## src/postfix_stack_evaluator_assert.svh

```systemverilog
// Assertion macros for the postfix stack evaluator
`ifndef POSTFIX_STACK_EVALUATOR_ASSERT_SVH
`define POSTFIX_STACK_EVALUATOR_ASSERT_SVH

`ifndef SYNTHESIS

`define PSE_ASSERT_SAME(lbl, clk, rst, ante, cons, msg) \
   lbl: assert property (@(posedge clk) disable iff (rst) (ante) |-> (cons)) else $error(msg);

`define PSE_ASSERT_NEXT(lbl, clk, rst, ante, cons, msg) \
   lbl: assert property (@(posedge clk) disable iff (rst) (ante) |=> (cons)) else $error(msg);

`else

`define PSE_ASSERT_SAME(lbl, clk, rst, ante, cons, msg)

`define PSE_ASSERT_NEXT(lbl, clk, rst, ante, cons, msg)

`endif

`endif

```

## src/pse_pkg.sv

```systemverilog
package pse_pkg;

   localparam int STACK_DEPTH = 16;
   localparam int FRAC_BITS   = 16;
   localparam int DATA_W      = 32;
   localparam int MODE_W      = 3;
   localparam int ERR_W       = 2;
   localparam int ADDR_W      = $clog2(STACK_DEPTH);
   localparam int COUNT_W     = $clog2(STACK_DEPTH + 1);
   localparam int NUM_W       = DATA_W + FRAC_BITS;
   localparam int MAG_W       = 2 * DATA_W;
   localparam int DIV_CNT_W   = $clog2(NUM_W + 1);
   localparam int REQ_TDATA_W = ((MODE_W + DATA_W + 7) / 8) * 8;
   localparam int RSP_TDATA_W = ((DATA_W + ERR_W + 7) / 8) * 8;

   localparam logic [MODE_W-1:0] MODE_PUSH = 3'd0;
   localparam logic [MODE_W-1:0] MODE_ADD  = 3'd1;
   localparam logic [MODE_W-1:0] MODE_SUB  = 3'd2;
   localparam logic [MODE_W-1:0] MODE_MUL  = 3'd3;
   localparam logic [MODE_W-1:0] MODE_DIV  = 3'd4;

   localparam logic [ERR_W-1:0] ERR_NONE  = 2'd0;
   localparam logic [ERR_W-1:0] ERR_UNDER = 2'd1;
   localparam logic [ERR_W-1:0] ERR_OVER  = 2'd2;
   localparam logic [ERR_W-1:0] ERR_DIVZ  = 2'd3;

   typedef struct packed {
      logic             load;
      logic             push;
      logic             flag_en;
      logic [ERR_W-1:0] flag_code;
      logic             addsub;
      logic             div_zero;
      logic             mul_cap;
      logic             mul_round;
      logic             div_start;
      logic             div_round;
      logic             saturate;
      logic             writeback;
      logic             emit;
   } cmd_type;

   typedef struct packed {
      logic [MODE_W-1:0] mode;
      logic              last;
      logic              full;
      logic              lt2;
      logic              right_zero;
      logic              div_busy;
      logic              out_busy;
   } status_type;

endpackage

```

## src/pse_ram.sv

```systemverilog
module pse_ram #(
   parameter int WIDTH = 32,
   parameter int DEPTH = 16,
   localparam int AW = $clog2(DEPTH)
) (
   input  logic             clock,
   input  logic             wr_en,
   input  logic [AW-1:0]    wr_addr,
   input  logic [WIDTH-1:0] wr_data,
   input  logic [AW-1:0]    rd_addr,
   output logic [WIDTH-1:0] rd_data
);

   logic [WIDTH-1:0] mem_ff [DEPTH];
   logic [WIDTH-1:0] rd_data_ff;

   always_ff @(posedge clock) begin
      if (wr_en) begin
         mem_ff[wr_addr] <= wr_data;
      end
      rd_data_ff <= mem_ff[rd_addr];
   end

   assign rd_data = rd_data_ff;

endmodule

```

## src/pse_div.sv

```systemverilog
module pse_div (
   input  logic                          clock,
   input  logic                          reset,
   input  logic                          start,
   input  logic [pse_pkg::DATA_W-1:0]    dividend,
   input  logic [pse_pkg::DATA_W-1:0]    divisor,
   output logic                          busy,
   output logic [pse_pkg::NUM_W-1:0]     quotient,
   output logic [pse_pkg::DATA_W-1:0]    remainder
);

   logic [pse_pkg::NUM_W-1:0]     num_ff, num_in;
   logic [pse_pkg::DATA_W-1:0]    rem_ff, rem_in;
   logic [pse_pkg::DATA_W-1:0]    den_ff, den_in;
   logic [pse_pkg::DIV_CNT_W-1:0] cnt_ff, cnt_in;
   logic                          busy_ff, busy_in;
   logic [pse_pkg::DATA_W:0]      trial;
   logic [pse_pkg::DATA_W:0]      diff;
   logic                          ge;

   always_comb begin
      trial = {rem_ff, num_ff[pse_pkg::NUM_W-1]};
      diff  = trial - {1'b0, den_ff};
      ge    = trial >= {1'b0, den_ff};
      num_in  = num_ff;
      rem_in  = rem_ff;
      den_in  = den_ff;
      cnt_in  = cnt_ff;
      busy_in = busy_ff;
      if (start) begin
         num_in  = pse_pkg::NUM_W'(dividend) << pse_pkg::FRAC_BITS;
         rem_in  = '0;
         den_in  = divisor;
         cnt_in  = pse_pkg::DIV_CNT_W'(pse_pkg::NUM_W);
         busy_in = 1'b1;
      end else if (busy_ff) begin
         num_in = {num_ff[pse_pkg::NUM_W-2:0], ge};
         rem_in = ge ? diff[pse_pkg::DATA_W-1:0] : trial[pse_pkg::DATA_W-1:0];
         cnt_in = cnt_ff - pse_pkg::DIV_CNT_W'(1);
         if (cnt_ff == pse_pkg::DIV_CNT_W'(1)) begin
            busy_in = 1'b0;
         end
      end
   end

   always_ff @(posedge clock) begin
      if (reset) begin
         busy_ff <= 1'b0;
         cnt_ff  <= '0;
      end else begin
         busy_ff <= busy_in;
         cnt_ff  <= cnt_in;
      end
      num_ff <= num_in;
      rem_ff <= rem_in;
      den_ff <= den_in;
   end

   assign busy      = busy_ff;
   assign quotient  = num_ff;
   assign remainder = rem_ff;

endmodule

```

## src/pse_dp.sv

```systemverilog
module pse_dp (
   input  logic                          clock,
   input  logic                          reset,
   input  pse_pkg::cmd_type              cmd,
   output pse_pkg::status_type           status,
   input  logic [pse_pkg::MODE_W-1:0]    tok_mode,
   input  logic [pse_pkg::DATA_W-1:0]    tok_operand,
   input  logic                          tok_last,
   input  logic                          rsp_tready,
   output logic                          rsp_tvalid,
   output logic [pse_pkg::DATA_W-1:0]    rsp_result,
   output logic [pse_pkg::ERR_W-1:0]     rsp_error
);

   localparam logic [pse_pkg::DATA_W-1:0] MAX_VAL = {1'b0, {(pse_pkg::DATA_W-1){1'b1}}};
   localparam logic [pse_pkg::DATA_W-1:0] MIN_VAL = {1'b1, {(pse_pkg::DATA_W-1){1'b0}}};
   localparam logic [pse_pkg::MAG_W-1:0]  SAT_LIM = pse_pkg::MAG_W'(1) << (pse_pkg::DATA_W-1);
   localparam logic [pse_pkg::MAG_W-1:0]  MUL_HALF =
      (pse_pkg::MAG_W'(1) << pse_pkg::FRAC_BITS) >> 1;

   function automatic logic [pse_pkg::DATA_W-1:0] sat_mag(
      input logic [pse_pkg::MAG_W-1:0] m,
      input logic                      n
   );
      if (n) begin
         if (m >= SAT_LIM) return MIN_VAL;
         return pse_pkg::DATA_W'(0) - m[pse_pkg::DATA_W-1:0];
      end
      if (m >= SAT_LIM) return MAX_VAL;
      return m[pse_pkg::DATA_W-1:0];
   endfunction

   logic [pse_pkg::MODE_W-1:0]  mode_ff, mode_in;
   logic [pse_pkg::DATA_W-1:0]  operand_ff, operand_in;
   logic                        last_ff, last_in;
   logic [pse_pkg::COUNT_W-1:0] count_ff, count_in;
   logic [pse_pkg::ERR_W-1:0]   sticky_ff, sticky_in;
   logic [pse_pkg::DATA_W-1:0]  top_ff, top_in;
   logic [pse_pkg::DATA_W-1:0]  result_ff, result_in;
   logic [pse_pkg::MAG_W-1:0]   prod_ff, prod_in;
   logic [pse_pkg::MAG_W-1:0]   mag_ff, mag_in;
   logic                        neg_ff, neg_in;
   logic                        out_valid_ff, out_valid_in;
   logic [pse_pkg::DATA_W-1:0]  out_value_ff, out_value_in;
   logic [pse_pkg::ERR_W-1:0]   out_error_ff, out_error_in;

   logic [pse_pkg::COUNT_W-1:0] below_top;
   logic [pse_pkg::DATA_W-1:0]  left;
   logic [pse_pkg::DATA_W:0]    sum;
   logic [pse_pkg::DATA_W-1:0]  mag_left, mag_right;
   logic [pse_pkg::MAG_W-1:0]   rounded;
   logic                        ram_we;
   logic [pse_pkg::ADDR_W-1:0]  ram_waddr;
   logic [pse_pkg::DATA_W-1:0]  ram_wdata;
   logic                        div_busy;
   logic [pse_pkg::NUM_W-1:0]   div_q;
   logic [pse_pkg::DATA_W-1:0]  div_r;
   logic                        div_up;

   assign below_top = count_ff - pse_pkg::COUNT_W'(2);

   pse_ram #(
      .WIDTH (pse_pkg::DATA_W),
      .DEPTH (pse_pkg::STACK_DEPTH)
   ) u_stack (
      .clock   (clock),
      .wr_en   (ram_we),
      .wr_addr (ram_waddr),
      .wr_data (ram_wdata),
      .rd_addr (below_top[pse_pkg::ADDR_W-1:0]),
      .rd_data (left)
   );

   assign mag_left  = left[pse_pkg::DATA_W-1] ? pse_pkg::DATA_W'(0) - left : left;
   assign mag_right = top_ff[pse_pkg::DATA_W-1] ? pse_pkg::DATA_W'(0) - top_ff : top_ff;

   pse_div u_div (
      .clock     (clock),
      .reset     (reset),
      .start     (cmd.div_start),
      .dividend  (mag_left),
      .divisor   (mag_right),
      .busy      (div_busy),
      .quotient  (div_q),
      .remainder (div_r)
   );

   always_comb begin
      ram_we    = cmd.push || cmd.writeback;
      ram_waddr = cmd.writeback ? below_top[pse_pkg::ADDR_W-1:0]
                                : count_ff[pse_pkg::ADDR_W-1:0];
      ram_wdata = cmd.writeback ? result_ff : operand_ff;
   end

   always_comb begin
      if (mode_ff == pse_pkg::MODE_SUB) begin
         sum = {left[pse_pkg::DATA_W-1], left} - {top_ff[pse_pkg::DATA_W-1], top_ff};
      end else begin
         sum = {left[pse_pkg::DATA_W-1], left} + {top_ff[pse_pkg::DATA_W-1], top_ff};
      end
      rounded = prod_ff[pse_pkg::MAG_W-1] ? MUL_HALF - prod_ff : prod_ff + MUL_HALF;
      div_up  = {div_r, 1'b0} >= {1'b0, mag_right};
   end

   always_comb begin
      mode_in      = mode_ff;
      operand_in   = operand_ff;
      last_in      = last_ff;
      count_in     = count_ff;
      sticky_in    = sticky_ff;
      top_in       = top_ff;
      result_in    = result_ff;
      prod_in      = prod_ff;
      mag_in       = mag_ff;
      neg_in       = neg_ff;
      out_valid_in = out_valid_ff;
      out_value_in = out_value_ff;
      out_error_in = out_error_ff;

      if (rsp_tready) begin
         out_valid_in = 1'b0;
      end

      if (cmd.load) begin
         mode_in    = tok_mode;
         operand_in = tok_operand;
         last_in    = tok_last;
      end

      if (cmd.flag_en && sticky_ff == pse_pkg::ERR_NONE) begin
         sticky_in = cmd.flag_code;
      end

      if (cmd.push) begin
         count_in = count_ff + pse_pkg::COUNT_W'(1);
         top_in   = operand_ff;
      end

      if (cmd.addsub) begin
         if (sum[pse_pkg::DATA_W] != sum[pse_pkg::DATA_W-1]) begin
            result_in = sum[pse_pkg::DATA_W] ? MIN_VAL : MAX_VAL;
         end else begin
            result_in = sum[pse_pkg::DATA_W-1:0];
         end
      end

      if (cmd.div_zero) begin
         if (left[pse_pkg::DATA_W-1]) begin
            result_in = MIN_VAL;
         end else if (left == '0) begin
            result_in = '0;
         end else begin
            result_in = MAX_VAL;
         end
      end

      if (cmd.mul_cap) begin
         prod_in = pse_pkg::MAG_W'($signed(left)) * pse_pkg::MAG_W'($signed(top_ff));
      end

      if (cmd.mul_round) begin
         mag_in = rounded >> pse_pkg::FRAC_BITS;
         neg_in = prod_ff[pse_pkg::MAG_W-1];
      end

      if (cmd.div_start) begin
         neg_in = left[pse_pkg::DATA_W-1] ^ top_ff[pse_pkg::DATA_W-1];
      end

      if (cmd.div_round) begin
         mag_in = pse_pkg::MAG_W'(div_q) + pse_pkg::MAG_W'(div_up);
      end

      if (cmd.saturate) begin
         result_in = sat_mag(mag_ff, neg_ff);
      end

      if (cmd.writeback) begin
         count_in = count_ff - pse_pkg::COUNT_W'(1);
         top_in   = result_ff;
      end

      if (cmd.emit) begin
         out_valid_in = 1'b1;
         if (count_ff == '0) begin
            out_value_in = '0;
            out_error_in = (sticky_ff == pse_pkg::ERR_NONE) ? pse_pkg::ERR_UNDER : sticky_ff;
         end else begin
            out_value_in = top_ff;
            out_error_in = sticky_ff;
         end
         count_in  = '0;
         sticky_in = pse_pkg::ERR_NONE;
      end
   end

   always_ff @(posedge clock) begin
      if (reset) begin
         count_ff     <= '0;
         sticky_ff    <= pse_pkg::ERR_NONE;
         out_valid_ff <= 1'b0;
      end else begin
         count_ff     <= count_in;
         sticky_ff    <= sticky_in;
         out_valid_ff <= out_valid_in;
      end
      mode_ff      <= mode_in;
      operand_ff   <= operand_in;
      last_ff      <= last_in;
      top_ff       <= top_in;
      result_ff    <= result_in;
      prod_ff      <= prod_in;
      mag_ff       <= mag_in;
      neg_ff       <= neg_in;
      out_value_ff <= out_value_in;
      out_error_ff <= out_error_in;
   end

   always_comb begin
      status.mode       = mode_ff;
      status.last       = last_ff;
      status.full       = count_ff == pse_pkg::COUNT_W'(pse_pkg::STACK_DEPTH);
      status.lt2        = count_ff < pse_pkg::COUNT_W'(2);
      status.right_zero = top_ff == '0;
      status.div_busy   = div_busy;
      status.out_busy   = out_valid_ff && !rsp_tready;
   end

   assign rsp_tvalid = out_valid_ff;
   assign rsp_result = out_value_ff;
   assign rsp_error  = out_error_ff;

endmodule

```

## src/pse_ctrl.sv

```systemverilog
module pse_ctrl (
   input  logic                clock,
   input  logic                reset,
   input  logic                req_tvalid,
   output logic                req_tready,
   input  pse_pkg::status_type status,
   output pse_pkg::cmd_type    cmd
);

   localparam logic [3:0] S_IDLE   = 4'd0;
   localparam logic [3:0] S_DECODE = 4'd1;
   localparam logic [3:0] S_CALC   = 4'd2;
   localparam logic [3:0] S_MROUND = 4'd3;
   localparam logic [3:0] S_DIVW   = 4'd4;
   localparam logic [3:0] S_DROUND = 4'd5;
   localparam logic [3:0] S_SAT    = 4'd6;
   localparam logic [3:0] S_WB     = 4'd7;
   localparam logic [3:0] S_END    = 4'd8;

   logic [3:0] state_ff, state_in;

   always_comb begin
      state_in   = state_ff;
      cmd        = '0;
      req_tready = 1'b0;
      case (state_ff)
         S_IDLE: begin
            req_tready = 1'b1;
            if (req_tvalid) begin
               cmd.load = 1'b1;
               state_in = S_DECODE;
            end
         end
         S_DECODE: begin
            state_in = S_END;
            case (status.mode)
               pse_pkg::MODE_PUSH: begin
                  if (status.full) begin
                     cmd.flag_en   = 1'b1;
                     cmd.flag_code = pse_pkg::ERR_OVER;
                  end else begin
                     cmd.push = 1'b1;
                  end
               end
               pse_pkg::MODE_ADD, pse_pkg::MODE_SUB,
               pse_pkg::MODE_MUL, pse_pkg::MODE_DIV: begin
                  if (status.lt2) begin
                     cmd.flag_en   = 1'b1;
                     cmd.flag_code = pse_pkg::ERR_UNDER;
                  end else begin
                     state_in = S_CALC;
                  end
               end
               default: begin
                  state_in = S_END;
               end
            endcase
         end
         S_CALC: begin
            case (status.mode)
               pse_pkg::MODE_MUL: begin
                  cmd.mul_cap = 1'b1;
                  state_in    = S_MROUND;
               end
               pse_pkg::MODE_DIV: begin
                  if (status.right_zero) begin
                     cmd.flag_en   = 1'b1;
                     cmd.flag_code = pse_pkg::ERR_DIVZ;
                     cmd.div_zero  = 1'b1;
                     state_in      = S_WB;
                  end else begin
                     cmd.div_start = 1'b1;
                     state_in      = S_DIVW;
                  end
               end
               default: begin
                  cmd.addsub = 1'b1;
                  state_in   = S_WB;
               end
            endcase
         end
         S_MROUND: begin
            cmd.mul_round = 1'b1;
            state_in      = S_SAT;
         end
         S_DIVW: begin
            if (!status.div_busy) begin
               state_in = S_DROUND;
            end
         end
         S_DROUND: begin
            cmd.div_round = 1'b1;
            state_in      = S_SAT;
         end
         S_SAT: begin
            cmd.saturate = 1'b1;
            state_in     = S_WB;
         end
         S_WB: begin
            cmd.writeback = 1'b1;
            state_in      = S_END;
         end
         S_END: begin
            if (!status.last) begin
               state_in = S_IDLE;
            end else if (!status.out_busy) begin
               cmd.emit = 1'b1;
               state_in = S_IDLE;
            end
         end
         default: begin
            state_in = S_IDLE;
         end
      endcase
   end

   always_ff @(posedge clock) begin
      if (reset) begin
         state_ff <= S_IDLE;
      end else begin
         state_ff <= state_in;
      end
   end

endmodule

```

## src/postfix_stack_evaluator.sv

```systemverilog
// Postfix (RPN) evaluator on signed fixed-point values with pse_pkg::FRAC_BITS fraction
// bits, one token per req beat, one result beat per token that carries tlast. Tokens are
// taken one at a time: the next beat is accepted only once the current token is done, and
// a divide waits on the bit-serial restoring divider that retires one quotient bit per
// cycle. Every operator reads its left operand from the stack RAM while the right operand
// is kept in a top-of-stack register. A finished result sits in an output register, so
// tokens of the next expression are accepted while it waits; a last token whose result
// finds that register still occupied holds until the previous beat is taken. Errors are
// sticky per expression and clear with the result beat.
`include "postfix_stack_evaluator_assert.svh"

module postfix_stack_evaluator (
   input  logic                               clock,
   input  logic                               reset,
   input  logic                               req_tvalid,
   output logic                               req_tready,
   // mode [2:0], operand_value [34:3], zero pad
   input  logic [pse_pkg::REQ_TDATA_W-1:0]    req_tdata,
   input  logic                               req_tlast,
   output logic                               rsp_tvalid,
   input  logic                               rsp_tready,
   // result_value [31:0], error_code [33:32], zero pad
   output logic [pse_pkg::RSP_TDATA_W-1:0]    rsp_tdata
);

   pse_pkg::cmd_type              cmd;
   pse_pkg::status_type           status;
   logic [pse_pkg::DATA_W-1:0]    rsp_result;
   logic [pse_pkg::ERR_W-1:0]     rsp_error;

   pse_ctrl u_ctrl (
      .clock      (clock),
      .reset      (reset),
      .req_tvalid (req_tvalid),
      .req_tready (req_tready),
      .status     (status),
      .cmd        (cmd)
   );

   pse_dp u_dp (
      .clock       (clock),
      .reset       (reset),
      .cmd         (cmd),
      .status      (status),
      .tok_mode    (req_tdata[pse_pkg::MODE_W-1:0]),
      .tok_operand (req_tdata[pse_pkg::MODE_W +: pse_pkg::DATA_W]),
      .tok_last    (req_tlast),
      .rsp_tready  (rsp_tready),
      .rsp_tvalid  (rsp_tvalid),
      .rsp_result  (rsp_result),
      .rsp_error   (rsp_error)
   );

   assign rsp_tdata = pse_pkg::RSP_TDATA_W'({rsp_error, rsp_result});

   `PSE_ASSERT_SAME(a_emit_slot_free, clock, reset, cmd.emit, !status.out_busy, "result lost")
   `PSE_ASSERT_NEXT(a_one_token, clock, reset, req_tvalid && req_tready, !req_tready, "re-accept")
   `PSE_ASSERT_NEXT(a_div_runs, clock, reset, cmd.div_start, status.div_busy, "divider idle")
   `PSE_ASSERT_SAME(a_wb_two_operands, clock, reset, cmd.writeback, !status.lt2, "wb underflow")

endmodule

```

## config.mk

```make
export PLATFORM = sky130hd
export DESIGN_NAME = postfix_stack_evaluator
export DESIGN_NICKNAME = d
export VERILOG_FILES = /design/src/pse_pkg.sv /design/src/pse_ram.sv /design/src/pse_div.sv /design/src/pse_dp.sv /design/src/pse_ctrl.sv /design/src/postfix_stack_evaluator.sv
export VERILOG_INCLUDE_DIRS = /design/src /design/src/src
export SDC_FILE = /design/constraint.sdc
export NUM_CORES = 2
export LEC_CHECK = 0
export BUFFER_PORTS_ARGS = -buffer_cell sky130_fd_sc_hd__buf_2
export CAP_MARGIN = 20
export CORE_UTILIZATION = 25
export DETAILED_ROUTE_END_ITERATION = 16
export SETUP_SLACK_MARGIN = 0.2
export SYNTH_ARGS = -nofsm -noshare
export SYNTH_HDL_FRONTEND = slang
export SYNTH_HIERARCHICAL = 1
export SYNTH_SLANG_ARGS = --single-unit
export TNS_END_PERCENT = 10
```

## constraint.sdc

```tcl
create_clock -name clock -period 9.1 [get_ports clock]
set_clock_uncertainty 0.1 [all_clocks]
set_input_delay 1.365 -clock clock [delete_from_list [all_inputs] [get_ports clock]]
set_output_delay 1.365 -clock clock [all_outputs]
set_load 0.05 [all_outputs]
```

* Yosys cells after proc, flatten, opt, wreduce, memory -nomap -nowiden
Memories as Yosys holds them, arrays and structs flattened. A register that Yosys moved wholly into a read port is not among the register bits. Index checks and enable logic that the tools add are counted.
Storage, ports and cells: register bits 394, bits in latches 0, RAM bits 512, ROM bits 0, input port bits 45, output and inout port bits 42, logic and storage cells 165, memories 1
Operators by class: $add $sub $neg 13, multiply operators 1, divide/modulo/power cells 0, order comparisons 4, eq/ne operators 18, shifts and indexed selects 0, mux-type cells 84, bitwise logic cells 1, reduce and logical (&&, ||, !) cells 22
Memory list:
- u_dp.u_stack.mem_ff | depth 16, width 32, rd ports 1, clocked after Yosys merged registers in 1, write ports 1, line pse_ram.sv:14 | logic [WIDTH-1:0] mem_ff [DEPTH];
Operators by type and width (count):
- $mux 32 | 18
- $mux 64 | 3
- $mux 48 | 2
- $sub 1x32->32 const A | 3
- $ge 33x32->1 | 2
- $add 64x16->64 const B | 1
- $ge 64x32->1 const B | 1
- $logic_not 32->1 | 2
- $mul 32x32->64 | 1
- $sub 16x64->64 const A | 1
- $add 48x1->49 | 1
- $mux 1 | 36
- $add 32x32->33 | 1
- $mux 33 | 1
- $sub 32x32->33 | 1
- $pmux 4 s8 | 1
- $sub 32x32->32 | 1
- $mux 31 | 1
- $mux 4 | 7
- $pmux 3 s2 | 3
- $eq 4x3->1 const B | 4
- $mux 3 | 5
- $mux 6 | 2
- $mux 5 | 2
- 30 further kinds | 43

* Depth between registers and ports, before layout
word-level depth 10, mapped depth 33, gate-level depth less buffers 32

* By module
Netlist, hierarchy kept.
By module, submodules not included:
- pse_dp | times used 1, cells each 5743, area each 53802.9 um2
- pse_ram | times used 1, cells each 838, area each 19835.3 um2
- pse_div | times used 1, cells each 659, area each 6466.2 um2
- pse_ctrl | times used 1, cells each 65, area each 480.5 um2
- postfix_stack_evaluator | times used 1, cells each 7, area each 48.8 um2

* Least setup slack after synthesis
OpenSTA, ideal clock, no wires.
path type reg-to-reg, start point register u_dp.u_stack.rd_data_ff[31] (netlist: u_dp/u_stack/rd_data[31]) (read register of u_dp.u_stack.mem_ff), end point register u_dp/prod_ff[63] (netlist name), data pin, data arrival time 7.917 ns, data required time 8.740 ns, slack 0.823 ns, stages on the path, launching flop included 30, buffers on the path 4, cell sequence dfxtp_1 -> clkbuf_1 -> clkbuf_1 -> clkbuf_1 -> nand2_1 -> inv_1 -> fa_1 -> inv_1 -> fa_1 -> inv_1 -> fa_1 -> fa_1 -> inv_1 -> fa_1 -> inv_1 -> fa_1 -> inv_1 -> fa_1 -> inv_1 -> fa_1 -> ha_1 -> clkbuf_1 -> and3_1 -> nand2_1 -> or3_1 -> o21ai_0 -> a211oi_1 -> o31ai_1 -> a21o_1 -> xnor2_1
On the way: word-level cells in the longest chain between the ends 1
RTL lines:
- start, declared | line pse_ram.sv:15 | logic [WIDTH-1:0] rd_data_ff;
- $mul 32x32->64 | line pse_dp.sv:158 | prod_in = pse_pkg::MAG_W'($signed(left)) * pse_pkg::MAG_W'($signed(top_ff));
- end signal, assigned | line pse_dp.sv:212 | prod_ff <= prod_in;
- end, declared | line pse_dp.sv:40 | logic [pse_pkg::MAG_W-1:0] prod_ff, prod_in;
Every way passes these cells. A chain may end at the register's enable or synchronous reset.

* Final worst setup path
start point register u_dp.u_stack.rd_data_ff[9] (netlist: u_dp/u_stack/rd_data[9]) (read register of u_dp.u_stack.mem_ff), end point register u_dp/prod_ff[62] (netlist name), data pin
The elaborated chain is that of the path after synthesis.

==> flow_summary.json <==
{
  "synth_edf_count": 824,
  "viasPerCell": 4.62,
  "cts-buffers-inserted": 89,
  "cts_max_level": 3,
  "clk_path_buf_depth": 3,
  "grt_pass1_wl_um": 343000,
  "netlist_area_um2": 80600,
  "crit_type": "register to register",
  "cellPowerDensity_nw_per_um2": 388,
  "root_buffer": "clkbuf_16",
  "synthFlopType": "edfxtp_1",
  "drtAntennaViolNets": 0,
  "dp_hpwl_um": 166000,
  "cts_hold_buf": 0,
  "switching_power_w": 0.0164,
  "r2r-start": "u_dp/u_stack/rd_data[9]",
  "ys_ff_latch": 923,
  "design_area_um2": 89700,
  "num_vias": 53800,
  "finalSetupTns_ps": 0,
  "yosysMostFrequentCell": "inv_1",
  "synth_common_cells": "1142 x inv_1, 1085 x fa_1, 824 x edfxtp_1",
  "p_int_w": 0.0183,
  "yosysTopAreaCell": "edfxtp_1",
  "setup_violations": 0,
  "io_pins": 87,
  "crit_fanout": 17,
  "status": "complete, no violations",
  "coreArea_um2": 321000,
  "overflow": 0,
  "p_leak_nw": 36.1,
  "ir_drop_v": 0.00112,
  "max_freq_mhz": 115,
  "arrival_ps": 9000,
  "report.final.slew_viol_count": 0,
  "drtPass1Iterations": 6,
  "clkLatencyLatePin_ps": 700,
  "nFillCells": 33200,
  "cts_setup_buffers": 0,
  "max-cap-violations": 0,
  "seq_power_share_pct": 17.1,
  "path_clk_slew_ps": 70,
  "gp_congestion": 0.900,
  "utilization_pct": 27.9,
  "rrSetupSlack_ps": 430,
  "port_buffers": 75,
  "synth_cell_type_count": 101,
  "pwr-share-clk_pct": 11.3,
  "clock_sinks": 923,
  "layout.nets": 8683,
  "cp_data_required_time_ps": 9430,
  "combPwrFrac_pct": 71.6,
  "synthArstFlopShare_pct": 0,
  "die_y_um": 570,
  "start_util_pct": 25.1,
  "wirelength_um": 223000,
  "grt_antenna_before_repair": 26,
  "finalCritPeriodShare_pct": 95.3,
  "finalHoldViolCount": 0,
  "reg2reg_depth": 21,
  "grt_usage_pct": 13.8,
  "dieArea_um2": 325000,
  "hold_class": "register to register",
  "drive_gt1_share_pct": 9.00,
  "postPlaceCellArea_um2": 86500,
  "max_slew_margin_pct": 20.8,
  "min-delay-start": "u_dp/sticky_ff[1]",
  "ys_seq_area_share_pct": 33.1,
  "grt_pass1_vias": 55100,
  "first_iter_violations": 4661,
  "cts_tree": "done",
  "area_delta_synth_final_pct": 11.2,
  "synth_cells": 7312,
  "worst_pin_slew_ps": 1190,
  "min_path_cells": 0,
  "holdPathEnd": "u_dp/rsp_error[1]",
  "drc": 0,
  "synth_area_leaders": "edfxtp_1 31%, fa_1 27%, inv_1 5.3%",
  "total_power_w": 0.0348,
  "fp.dieW_um": 570,
  "min_period_ps": 8670,
  "synth.avg_cell_area_um2": 11.0,
  "startpoint_type": "register",
  "grt_max_degree": 98,
  "rsz0062_at_grt": "yes",
  "synth_top_area_share_pct": 30.7,
  "rr_endpoint": "u_dp/prod_ff[62]",
  "rows": 208,
  "crit_path_end_kind": "register",
  "cts_resized": 0,
  "wl_per_cell_um": 19.2,
  "synth_warnings": 6,
  "switching_share_pct": 47.3
}
[routing by layer]
layer	vias to the layer above	GRT usage [%]	part of all wire (%)
li1	23800	-	-
met1	27900	19.2	44
met2	1707	22.1	46
met3	313	2.02	6.7
met4	12	3.91	3.1
met5	-	0	0.034
[cells by family after synthesis]
| group | Yosys count | synth area share [%] |
|---|---|---|
| buf+inv | 1566 | 7.53 |
| xor+xnor | 312 | 3.39 |
| fa+ha+maj | 1381 | 31.5 |
| mux | 192 | 4.42 |
| compound gates | 899 | 7.28 |
| other cells | 1 | 0.00465 |
| flops | 923 | 33.1 |
| simple gates | 2038 | 12.7 |
[worst max path at each step]
stage                             start          endpoint  slack, ps  cells after the start
6_report        u_dp/u_stack/rd_data[9]  u_dp/prod_ff[62]        430                     21
5_1_grt         u_dp/u_stack/rd_data[9]  u_dp/prod_ff[62]        180                     21
4_1_cts                  u_dp/top_ff[7]  u_dp/prod_ff[62]        290                     23
3_5_place_dp             u_dp/top_ff[7]  u_dp/prod_ff[62]        340                     23
3_3_place_gp   u_dp/u_stack/rd_data[10]  u_dp/prod_ff[62]        320                     24
2_1_floorplan  u_dp/u_stack/rd_data[31]  u_dp/prod_ff[63]        820                     29
[worst max-delay path, stage by stage, from the launching register on]
cell	delay, ps
dfxtp_2	820
buf_4	380
and2_1	180
fa_1	430
fa_1	510
inv_1	50
fa_1	460
fa_1	510
inv_1	50
fa_1	580
fa_1	450
fa_1	530
fa_1	430
ha_1	420
nand3_1	200
o41ai_2	690
a31oi_1	360
o31ai_1	340
buf_4	180
o21ai_1	130
o41ai_1	430
xor2_1	110
[per-stage QoR]
step | worst slack (ps) | hold slack (ps) | std cells
finish | 429 | 381 | 11600
detailed placement | 341 | 358 | 11500
global placement | 322 | 347 | 11500
floorplan | 823 | 369 | 7317
CTS | 291 | 375 | 11600
global route | 184 | 385 | 11600
[state kept, by name, summed over array words and instances (netlist names), 48 cells and up]
signal	cells
u_dp/u_stack/mem_ff	512
u_dp/prod_ff	64
u_dp/mag_ff	49
u_dp/u_div/quotient	48
[power groups by stage]
stage	clock network (W)	logic, W	registers [W]
2_1_floorplan	0	0.0185	0.00601
3_3_place_gp	0	0.0247	0.00605
3_5_place_dp	0	0.0246	0.00605
4_1_cts	0.00399	0.0249	0.00596
5_1_grt	0.00415	0.0280	0.00596
6_report	0.00392	0.0249	0.00596
[area by class of cell]
| type | instances | area, um2 | area share (%) |
|---|---|---|---|
| multi-input cells | 4828 | 48000 | 53.6 |
| diodes | 3 | 7.51 | 0.00837 |
| repair buffers | 269 | 2080 | 2.33 |
| well taps | 4305 | 5390 | 6.01 |
| clock inverters | 45 | 641 | 0.715 |
| clock buffers | 123 | 2440 | 2.72 |
| inverters | 1146 | 4300 | 4.80 |
| flip-flops and latches | 923 | 26800 | 29.8 |
[cells in the final DEF, fill, tap and decap left out, drive strengths merged, types with 24 or more instances in the layout]
cell / Yosys / final
inv: 1143 / 1146
fa: 1085 / 1085
edfxtp: 824 / 824
nand2: 735 / 735
and2: 530 / 530
ha: 296 / 296
buf: 93 / 269
nor2: 267 / 267
a21oi: 255 / 255
xnor2: 180 / 180
o21ai: 175 / 175
xor2: 132 / 132
mux4: 128 / 128
clkbuf: 327 / 123
dfxtp: 99 / 99
nor2b: 87 / 87
nor3: 81 / 81
a21o: 76 / 76
a22oi: 70 / 70
nand3: 69 / 69
nand4: 56 / 56
a211oi: 43 / 43
nand2b: 41 / 41
or3: 34 / 34
and3: 33 / 33
mux2i: 32 / 32
o31ai: 32 / 32
mux2: 32 / 32
clkinv: 3 / 32
a221o: 31 / 31
a22o: 31 / 31
a31oi: 29 / 29
nor4: 28 / 28
o22ai: 26 / 26
o21a: 24 / 24
Note: power is estimated with default switching activity, not from simulation.
